**src/rtl/core/ewsc_pkg.sv**
```systemverilog
// ---------------------------------------------------------------------------
// ewsc_pkg: word shape checker types and letter tables
// Constants, letter codes and onset/coda lookup functions.
// ---------------------------------------------------------------------------
`default_nettype none
package ewsc_pkg;

  localparam int LETTER_W = 5;
  typedef logic [LETTER_W-1:0] letter_t;

  localparam letter_t L_A = 5'd0;
  localparam letter_t L_H = 5'd7;
  localparam letter_t L_J = 5'd9;
  localparam letter_t L_Q = 5'd16;
  localparam letter_t L_S = 5'd18;
  localparam letter_t L_V = 5'd21;
  localparam letter_t L_X = 5'd23;

  function automatic letter_t lc(input byte unsigned c);
    letter_t r;
    r = LETTER_W'(c - 8'h61);
    return r;
  endfunction

  // t holds the pattern as packed ASCII, first letter in the top byte
  function automatic logic eq2(input letter_t a, input letter_t b, input logic [15:0] t);
    logic r;
    r = (a == lc(t[15:8])) && (b == lc(t[7:0]));
    return r;
  endfunction

  function automatic logic onset2_ok(input letter_t a, input letter_t b);
    logic r;
    r = eq2(a,b,"bl")|eq2(a,b,"br")|eq2(a,b,"ch")|eq2(a,b,"cl")|eq2(a,b,"cr")|
        eq2(a,b,"dr")|eq2(a,b,"dw")|eq2(a,b,"fl")|eq2(a,b,"fr")|eq2(a,b,"gl")|
        eq2(a,b,"gr")|eq2(a,b,"gh")|eq2(a,b,"kn")|eq2(a,b,"ph")|eq2(a,b,"pl")|
        eq2(a,b,"pr")|eq2(a,b,"sc")|eq2(a,b,"sh")|eq2(a,b,"sk")|eq2(a,b,"sl")|
        eq2(a,b,"sm")|eq2(a,b,"sn")|eq2(a,b,"sp")|eq2(a,b,"st")|eq2(a,b,"sw")|
        eq2(a,b,"th")|eq2(a,b,"tr")|eq2(a,b,"tw")|eq2(a,b,"wh")|eq2(a,b,"wr");
    return r;
  endfunction

  function automatic logic eq3(input letter_t a, input letter_t b, input letter_t c,
                               input logic [23:0] t);
    logic r;
    r = (a == lc(t[23:16])) && (b == lc(t[15:8])) && (c == lc(t[7:0]));
    return r;
  endfunction

  function automatic logic onset3_ok(input letter_t a, input letter_t b, input letter_t c);
    logic r;
    r = eq3(a,b,c,"chr")|eq3(a,b,c,"scr")|eq3(a,b,c,"spl")|eq3(a,b,c,"spr")|
        eq3(a,b,c,"str")|eq3(a,b,c,"thr")|eq3(a,b,c,"sph");
    return r;
  endfunction

  function automatic logic coda2_ok(input letter_t a, input letter_t b);
    logic r;
    r = eq2(a,b,"bs")|eq2(a,b,"ch")|eq2(a,b,"ck")|eq2(a,b,"ct")|eq2(a,b,"ds")|
        eq2(a,b,"ff")|eq2(a,b,"ft")|eq2(a,b,"gg")|eq2(a,b,"gh")|eq2(a,b,"gs")|
        eq2(a,b,"ld")|eq2(a,b,"lf")|eq2(a,b,"lk")|eq2(a,b,"ll")|eq2(a,b,"lm")|
        eq2(a,b,"lp")|eq2(a,b,"lt")|eq2(a,b,"mb")|eq2(a,b,"mp")|eq2(a,b,"ms")|
        eq2(a,b,"nd")|eq2(a,b,"ng")|eq2(a,b,"nk")|eq2(a,b,"nl")|eq2(a,b,"ns")|
        eq2(a,b,"nt")|eq2(a,b,"ny")|eq2(a,b,"nx")|eq2(a,b,"ph")|eq2(a,b,"pt")|
        eq2(a,b,"rd")|eq2(a,b,"rf")|eq2(a,b,"rg")|eq2(a,b,"rk")|eq2(a,b,"rl")|
        eq2(a,b,"rm")|eq2(a,b,"rn")|eq2(a,b,"rp")|eq2(a,b,"rs")|eq2(a,b,"rt")|
        eq2(a,b,"rv")|eq2(a,b,"rx")|eq2(a,b,"ry")|eq2(a,b,"sh")|eq2(a,b,"sk")|
        eq2(a,b,"sp")|eq2(a,b,"ss")|eq2(a,b,"st")|eq2(a,b,"th")|eq2(a,b,"ts")|
        eq2(a,b,"tt")|eq2(a,b,"tz")|eq2(a,b,"wd")|eq2(a,b,"wn")|eq2(a,b,"xt");
    return r;
  endfunction

  function automatic logic coda3_ok(input letter_t a, input letter_t b, input letter_t c);
    logic r;
    r = eq3(a,b,c,"cts")|eq3(a,b,c,"dge")|eq3(a,b,c,"ght")|eq3(a,b,c,"gth")|
        eq3(a,b,c,"lch")|eq3(a,b,c,"ldy")|eq3(a,b,c,"lsh")|eq3(a,b,c,"lts")|
        eq3(a,b,c,"mps")|eq3(a,b,c,"nch")|eq3(a,b,c,"ndy")|eq3(a,b,c,"ngs")|
        eq3(a,b,c,"nks")|eq3(a,b,c,"nst")|eq3(a,b,c,"nts")|eq3(a,b,c,"rch")|
        eq3(a,b,c,"rds")|eq3(a,b,c,"rgs")|eq3(a,b,c,"rks")|eq3(a,b,c,"rld")|
        eq3(a,b,c,"rms")|eq3(a,b,c,"rns")|eq3(a,b,c,"rps")|eq3(a,b,c,"rse")|
        eq3(a,b,c,"rst")|eq3(a,b,c,"rth")|eq3(a,b,c,"rts")|eq3(a,b,c,"rve")|
        eq3(a,b,c,"shs")|eq3(a,b,c,"sks")|eq3(a,b,c,"sps")|eq3(a,b,c,"sts")|
        eq3(a,b,c,"ths")|eq3(a,b,c,"xth");
    return r;
  endfunction

  function automatic logic eq4(input letter_t a, input letter_t b, input letter_t c,
                               input letter_t d, input logic [31:0] t);
    logic r;
    r = eq2(a,b,t[31:16]) && eq2(c,d,t[15:0]);
    return r;
  endfunction

  function automatic logic coda4_ok(input letter_t a, input letter_t b, input letter_t c,
                                    input letter_t d);
    logic r;
    r = eq4(a,b,c,d,"ghts")|eq4(a,b,c,d,"gths")|eq4(a,b,c,d,"ldst")|
        eq4(a,b,c,d,"ngth")|eq4(a,b,c,d,"rths")|eq4(a,b,c,d,"stts")|
        ((d == L_S) && coda3_ok(a,b,c));
    return r;
  endfunction

  function automatic logic coda1_ok(input letter_t a);
    logic r;
    r = (a != L_H) && (a != L_J) && (a != L_Q) && (a != L_V);
    return r;
  endfunction

endpackage
`default_nettype wire

```
**src/rtl/core/ewsc_run_check.sv**
```systemverilog
// ---------------------------------------------------------------------------
// ewsc_run_check: consonant run shape check
// Checks a buffered consonant run as onset, coda, or coda+onset split.
// ---------------------------------------------------------------------------
`default_nettype none
module ewsc_run_check #(
  parameter int BUF = 7,
  parameter int LW  = 4
) (
  input  wire ewsc_pkg::letter_t letters [BUF],
  input  wire logic [LW-1:0]     run_len,
  output logic                   onset_ok,
  output logic                   coda_ok,
  output logic                   split_ok
);

  logic [BUF:0] on_sfx;   // on_sfx[i]: letters[i..n-1] is an onset
  logic [BUF:0] co_pfx;   // co_pfx[i]: letters[0..i-1] is a coda
  ewsc_pkg::letter_t l [BUF+3];

  always_comb begin
    for (int k = 0; k < BUF + 3; k++) begin
      l[k] = (k < BUF) ? letters[k] : ewsc_pkg::L_A;
    end
    for (int i = 0; i <= BUF; i++) begin
      priority if (int'(run_len) == i) begin
        on_sfx[i] = 1'b1;
      end else if (int'(run_len) == i + 1) begin
        on_sfx[i] = (l[i] != ewsc_pkg::L_X);
      end else if (int'(run_len) == i + 2) begin
        on_sfx[i] = ewsc_pkg::onset2_ok(l[i], l[i+1]);
      end else if (int'(run_len) == i + 3) begin
        on_sfx[i] = ewsc_pkg::onset3_ok(l[i], l[i+1], l[i+2]);
      end else begin
        on_sfx[i] = 1'b0;
      end
    end
    co_pfx = '0;
    co_pfx[0] = 1'b1;
    co_pfx[1] = ewsc_pkg::coda1_ok(l[0]);
    co_pfx[2] = ewsc_pkg::coda2_ok(l[0], l[1]);
    co_pfx[3] = ewsc_pkg::coda3_ok(l[0], l[1], l[2]);
    co_pfx[4] = ewsc_pkg::coda4_ok(l[0], l[1], l[2], l[3]);
    onset_ok = 1'b0;
    coda_ok  = 1'b0;
    split_ok = 1'b0;
    if (int'(run_len) <= BUF) begin
      onset_ok = on_sfx[0];
      for (int i = 0; i <= BUF; i++) begin
        if (int'(run_len) == i) coda_ok = co_pfx[i];
        if (i <= int'(run_len) && co_pfx[i] && on_sfx[i]) split_ok = 1'b1;
      end
    end
  end

endmodule
`default_nettype wire

```
**config.mk**
```make
export PLATFORM = sky130hd
export DESIGN_NAME = ewsc_run_check
export DESIGN_NICKNAME = d
export VERILOG_FILES = /design/src/rtl/core/ewsc_pkg.sv /design/src/rtl/core/ewsc_run_check.sv
export SDC_FILE = /design/constraint.sdc
export NUM_CORES = 1
export LEC_CHECK = 0
export BUFFER_PORTS_ARGS = -buffer_cell sky130_fd_sc_hd__buf_2
export CAP_MARGIN = 20
export CORE_UTILIZATION = 30
export DETAILED_ROUTE_END_ITERATION = 6
export PLACE_DENSITY = 0.48
export SLEW_MARGIN = 20
export SYNTH_ARGS = -nofsm -noshare
export SYNTH_HDL_FRONTEND = slang
export SYNTH_SLANG_ARGS = --single-unit
```
**constraint.sdc**
```tcl
create_clock -name vclk -period 2.4
set_input_delay 0.24 -clock vclk [all_inputs]
set_output_delay 0.24 -clock vclk [all_outputs]
set_load 0.005 [all_outputs]
```
Word level (Yosys, flattened, before mapping). Cells that the tools add are included.

Flip-flop bits (word level): 0. Output and inout port bits: 3. Word-level logic and storage cells: 712.

Magnitude comparators: 5. Eq/ne operators: 110. Multiplexer cells: 36. Bitwise gates (word level): 268. Reduce and logical (&&, ||, !) cells: 293.

Operators by type and width (count): 1-bit logical AND (292); 1-bit OR (268); 5-bit by 4-bit == test with 1-bit output, second input constant (31); 5-bit == test, second input constant (30); 5-bit by 3-bit == test with 1-bit output, second input constant (17); 5-bit by 2-bit == test with 1-bit output, second input constant (11); 1-bit 2-to-1 mux (36); 5-bit != test, second input constant (7); 5-bit by 1-bit == test with 1-bit output, second input constant (5); 4-bit == test, second input constant (4); 4-bit by 3-bit == test with 1-bit output, second input constant (2); 2-bit by 4-bit <= comparator with 1-bit output, first input constant (2); 5-bit by 3-bit != test with 1-bit output, second input constant (1); 5-bit by 4-bit != test with 1-bit output, second input constant (1); 4-bit by 2-bit == test with 1-bit output, second input constant (1); 1-bit by 4-bit <= comparator with 1-bit output, first input constant (1); 3-bit by 4-bit <= comparator with 1-bit output, first input constant (1); 4-bit by 3-bit <= comparator with 1-bit output, second input constant (1); 4-bit zero test (1).

Longest topological paths before layout.
Depth in word-level cells: 63. Mapped depth: 11.

Worst setup path after synthesis. No wires, ideal clock.

Path type: input to output. From: input letters[33] (netlist name). To: output split_ok. Arrival: 1.904 ns. Required time: 2.160 ns. Setup slack: 0.256 ns. Cell stages on the path: 8. Path buffers: 1. Cell sequence: buf_2 -> or2_1 -> or4_1 -> o221ai_1 -> nor4b_2 -> a311oi_2 -> o2bb2ai_1 -> nand4b_1.

Word-level cells in the longest chain between the ends: 62. Elaborated cells on any way between the ends: 300.

Ends and longest elaborated chain: start: declaration (RTL line ewsc_run_check.sv:10) `input wire ewsc_pkg::letter_t letters [BUF],`; 5-bit by 1-bit == test with 1-bit output / 5-bit by 2-bit == test with 1-bit output (equally long branches) (RTL line ewsc_pkg.sv:28, ewsc_pkg.sv:46); 1-bit logical AND (on tied branches) (RTL line ewsc_pkg.sv:28, ewsc_pkg.sv:46); 1-bit OR (5 in a row) (RTL line ewsc_pkg.sv:59) `r = eq2(a,b,"bs")|eq2(a,b,"ch")|eq2(a,b,"ck")|eq2(a,b,"ct")|eq2(a,b,"ds")|`; 1-bit OR (5 in a row) (RTL line ewsc_pkg.sv:60) `eq2(a,b,"ff")|eq2(a,b,"ft")|eq2(a,b,"gg")|eq2(a,b,"gh")|eq2(a,b,"gs")|`; 1-bit OR (5 in a row) (RTL line ewsc_pkg.sv:61) `eq2(a,b,"ld")|eq2(a,b,"lf")|eq2(a,b,"lk")|eq2(a,b,"ll")|eq2(a,b,"lm")|`; 1-bit OR (5 in a row) (RTL line ewsc_pkg.sv:62) `eq2(a,b,"lp")|eq2(a,b,"lt")|eq2(a,b,"mb")|eq2(a,b,"mp")|eq2(a,b,"ms")|`; 1-bit OR (5 in a row) (RTL line ewsc_pkg.sv:63) `eq2(a,b,"nd")|eq2(a,b,"ng")|eq2(a,b,"nk")|eq2(a,b,"nl")|eq2(a,b,"ns")|`; 1-bit OR (5 in a row) (RTL line ewsc_pkg.sv:64) `eq2(a,b,"nt")|eq2(a,b,"ny")|eq2(a,b,"nx")|eq2(a,b,"ph")|eq2(a,b,"pt")|`; 1-bit OR (5 in a row) (RTL line ewsc_pkg.sv:65) `eq2(a,b,"rd")|eq2(a,b,"rf")|eq2(a,b,"rg")|eq2(a,b,"rk")|eq2(a,b,"rl")|`; 1-bit OR (5 in a row) (RTL line ewsc_pkg.sv:66) `eq2(a,b,"rm")|eq2(a,b,"rn")|eq2(a,b,"rp")|eq2(a,b,"rs")|eq2(a,b,"rt")|`; 1-bit OR (5 in a row) (RTL line ewsc_pkg.sv:67) `eq2(a,b,"rv")|eq2(a,b,"rx")|eq2(a,b,"ry")|eq2(a,b,"sh")|eq2(a,b,"sk")|`; 1-bit OR (5 in a row) (RTL line ewsc_pkg.sv:68) `eq2(a,b,"sp")|eq2(a,b,"ss")|eq2(a,b,"st")|eq2(a,b,"th")|eq2(a,b,"ts")|`; 1-bit OR (4 in a row) (RTL line ewsc_pkg.sv:69) `eq2(a,b,"tt")|eq2(a,b,"tz")|eq2(a,b,"wd")|eq2(a,b,"wn")|eq2(a,b,"xt");`; 1-bit logical AND (2 in a row) (RTL line ewsc_run_check.sv:51) `if (i <= int'(run_len) && co_pfx[i] && on_sfx[i]) split_ok = 1'b1;`; 1-bit 2-to-1 mux (2 in a row) (RTL line ewsc_run_check.sv:51); 1-bit 2-to-1 mux * (RTL line ewsc_run_check.sv:51); 1-bit 2-to-1 mux * (RTL line ewsc_run_check.sv:47) `if (int'(run_len) <= BUF) begin`; end: declaration (RTL line ewsc_run_check.sv:14) `output logic split_ok`.

Every way passes the cells marked *; elsewhere a longest branch is shown, timed or not.

Worst setup path after layout.
From: input letters[32] (netlist name). To: output split_ok.

The elaborated chain is that of the path after synthesis.

==> results.toml <==
[outcome]
status = "finished with violations"
violations = "setup timing"

[synth]
yosysWarnings = 0
syn_nets = 510
syn_inst = 471
seq_area_frac_synth_pct = 0
netlist_area_um2 = 2940
avgSynthCellArea_um2 = 6.24
yosysUniqueCellTypes = 71

[timing]
timing.final.ws_setup_ps = -60.9
max_clock_freq_mhz = 406
worst_pin_slew_ps = 386
finalCriticalPeriod_ps = 2460
finalCritPeriodShare_pct = 103
max_slew_margin_pct = 73.6
slew_viol_final = 0
hold_viol_final = 0
finalSetupViolations = 2
rsz0062_at_grt = "yes"

[finish]
nClkBuffers = 0
regArea_um2 = 0
final_area_um2 = 4560
nFillCells = 964
post-route-util_pct = 48.6
antenna_cells = 0
nFlopsAndLatches = 0
area_growth_pct = 54.9
drive_above_1_share_pct = 38.3
nets = 644

[pwr]
power.density_nw_per_um2 = 137
p_int_uw = 295
pwr-share-seq_pct = 0
combPwrFrac_pct = 100.0
total_power_uw = 623
swShare_pct = 52.7
p_sw_uw = 329
peakVddDrop_mv = 0.0836
clkPwrFrac_pct = 0
p_leak_uw = 0.00178

[global_routing]
gr-total-overflow = 0
track_usage_pct = 24.5
grt_pass1_wl_um = 20300
antenna_found_initial = 0
first_global_vias = 3995
grt_start_max_net_pins = 18

[floorplanning]
initial_core_util_pct = 31.4
die_w_um = 101
dieArea_um2 = 10200
die_y_um = 101
top_level_ports = 42
rows = 35
core_area_um2 = 9370

[critical_path]
cpMostUsedCell = "a311oi_2"
crit_buf_inv = 2
critical_path.cell_chain = "buf_12, nor3b_4, o211ai_1, a2111oi_4, a311oi_2, a31o_1, a311oi_2, o2bb2ai_1, nand4b_1, buf_2"
worstSetupEndpointType = "primary output"
crit_fanout = 10
slowest_stage = "a2111oi_4"
critPathMaxStageDelay_ps = 420
crit_required_ps = 2160
startpoint = "letters[32]"
cp_top_family = "compound AO/OA/AOI/OAI gates"
worstSetupPathType = "in2out"
start_kind = "input pin"
critical_path.endpoint = "split_ok"
path_depth = 10
arrival_ps = 2220

[routing]
num_vias = 4282
ant_nets = 0
wire_per_inst_um = 17.4
drc = 0
routed_wl_um = 12800
vias_per_cell = 5.85
drtPass1Iterations = 5
drt_iter0_drc = 275

[placement]
gp_congestion = 0.936
post_dp_cell_area_um2 = 3980
port_buffers = 42
dp_hpwl_um = 9770

[min_path]
hp-class = "in2out"
holdPathStages = 5

[cts]
hold_buffers = 0

[flow_run]
max_cap_viol_count = 0
[synthesized netlist by cell type, types with 9 or more instances]
| cell | number | share of area, % |
|---|---|---|
| o21ai_0 | 18 | 3.1 |
| nand4_1 | 14 | 3.0 |
| and3b_1 | 9 | 2.7 |
| a21oi_1 | 23 | 3.9 |
| clkbuf_1 | 24 | 3.1 |
| nand3_1 | 23 | 3.9 |
| nor4_1 | 9 | 1.9 |
| nor3_1 | 21 | 3.6 |
| inv_1 | 11 | 1.4 |
| nor2_1 | 33 | 4.2 |
| nand3b_1 | 12 | 3.1 |
| buf_2 | 21 | 3.6 |
| nand2b_1 | 26 | 5.5 |
| xnor2_1 | 9 | 2.7 |
| nor2b_1 | 24 | 5.1 |
| nand2_1 | 38 | 4.9 |
[cell families after synthesis]
kind of cell / count (synthesis) / share of synthesized area [%]
xor+xnor: 15 / 4.47
buf+inv: 59 / 8.94
compound gates: 122 / 29.6
simple gates: 270 / 55.3
mux: 5 / 1.70
[how the worst min path moves through the flow]
stage | endpoint | slack, ps | from
after floorplan | coda_ok | 640 | run_len[3]
after global placement | coda_ok | 1030 | run_len[3]
after detailed placement | split_ok | 1030 | run_len[3]
after CTS | coda_ok | 1030 | run_len[3]
after global routing | split_ok | 1030 | run_len[3]
final | split_ok | 1000 | run_len[3]
[area by class of cell]
type	instances	area [um2]	share of cell area, %
multi-input cells	412	2960	65.0
repair buffers	180	1390	30.6
well taps	129	161	3.54
inverters	11	41.3	0.906
[metal layers]
layer | track usage [%] | routed length [um] | vias up
li1 | - | - | 2077
met4 | 4.79 | 287 | 0
met2 | 43.8 | 6250 | 138
met5 | 0 | 0 | -
met1 | 32.6 | 5720 | 2043
met3 | 1.04 | 495 | 24
[power by group through the flow]
| stage | registers, uW | logic (uW) | clock network, uW |
|---|---|---|---|
| detailed placement | 0 | 534 | 0 |
| global route | 0 | 671 | 0 |
| finish | 0 | 623 | 0 |
| global placement | 0 | 534 | 0 |
| floorplan | 0 | 296 | 0 |
| CTS | 0 | 577 | 0 |
[per-stage QoR]
stage | worst slack [ps] | cells | setup TNS [ps] | hold slack [ps]
finish | -60.9 | 732 | -76.3 | 1000
global route | -126 | 732 | -283 | 1030
CTS | -27.8 | 725 | -49.2 | 1030
detailed placement | -238 | 713 | -546 | 1030
global placement | -252 | 713 | -513 | 1030
floorplan | 256 | 471 | 0 | 638
[layout by cell type, fill, tap and decap left out, types with 5 or more instances in the layout]
master,synthesis,routed
nor4_1,9,8
and3b_1,9,9
buf_2,21,32
nor3_1,21,19
a31oi_1,8,7
nand2b_1,26,26
nand4_1,14,14
nand2_1,38,37
nand3_1,23,21
nor3b_1,6,5
nor2_1,33,27
nand3b_1,12,12
o32ai_1,6,5
o21ai_0,18,16
nor2b_1,24,22
a21oi_1,23,21
nor4b_1,7,6
inv_1,11,11
xor2_1,6,6
buf_4,2,134
mux2i_1,5,5
and3_1,8,7
a211oi_1,7,6
xnor2_1,9,9
buf_6,1,7
o21ai_1,3,5
[repair_timing]
action	CTS	global route
pin swaps	12	29
buffers inserted	11	7
cloned	1	1
resized for setup	38	52
endpoints found under the setup margin	3	3
Power figures use the tool's default switching activity.
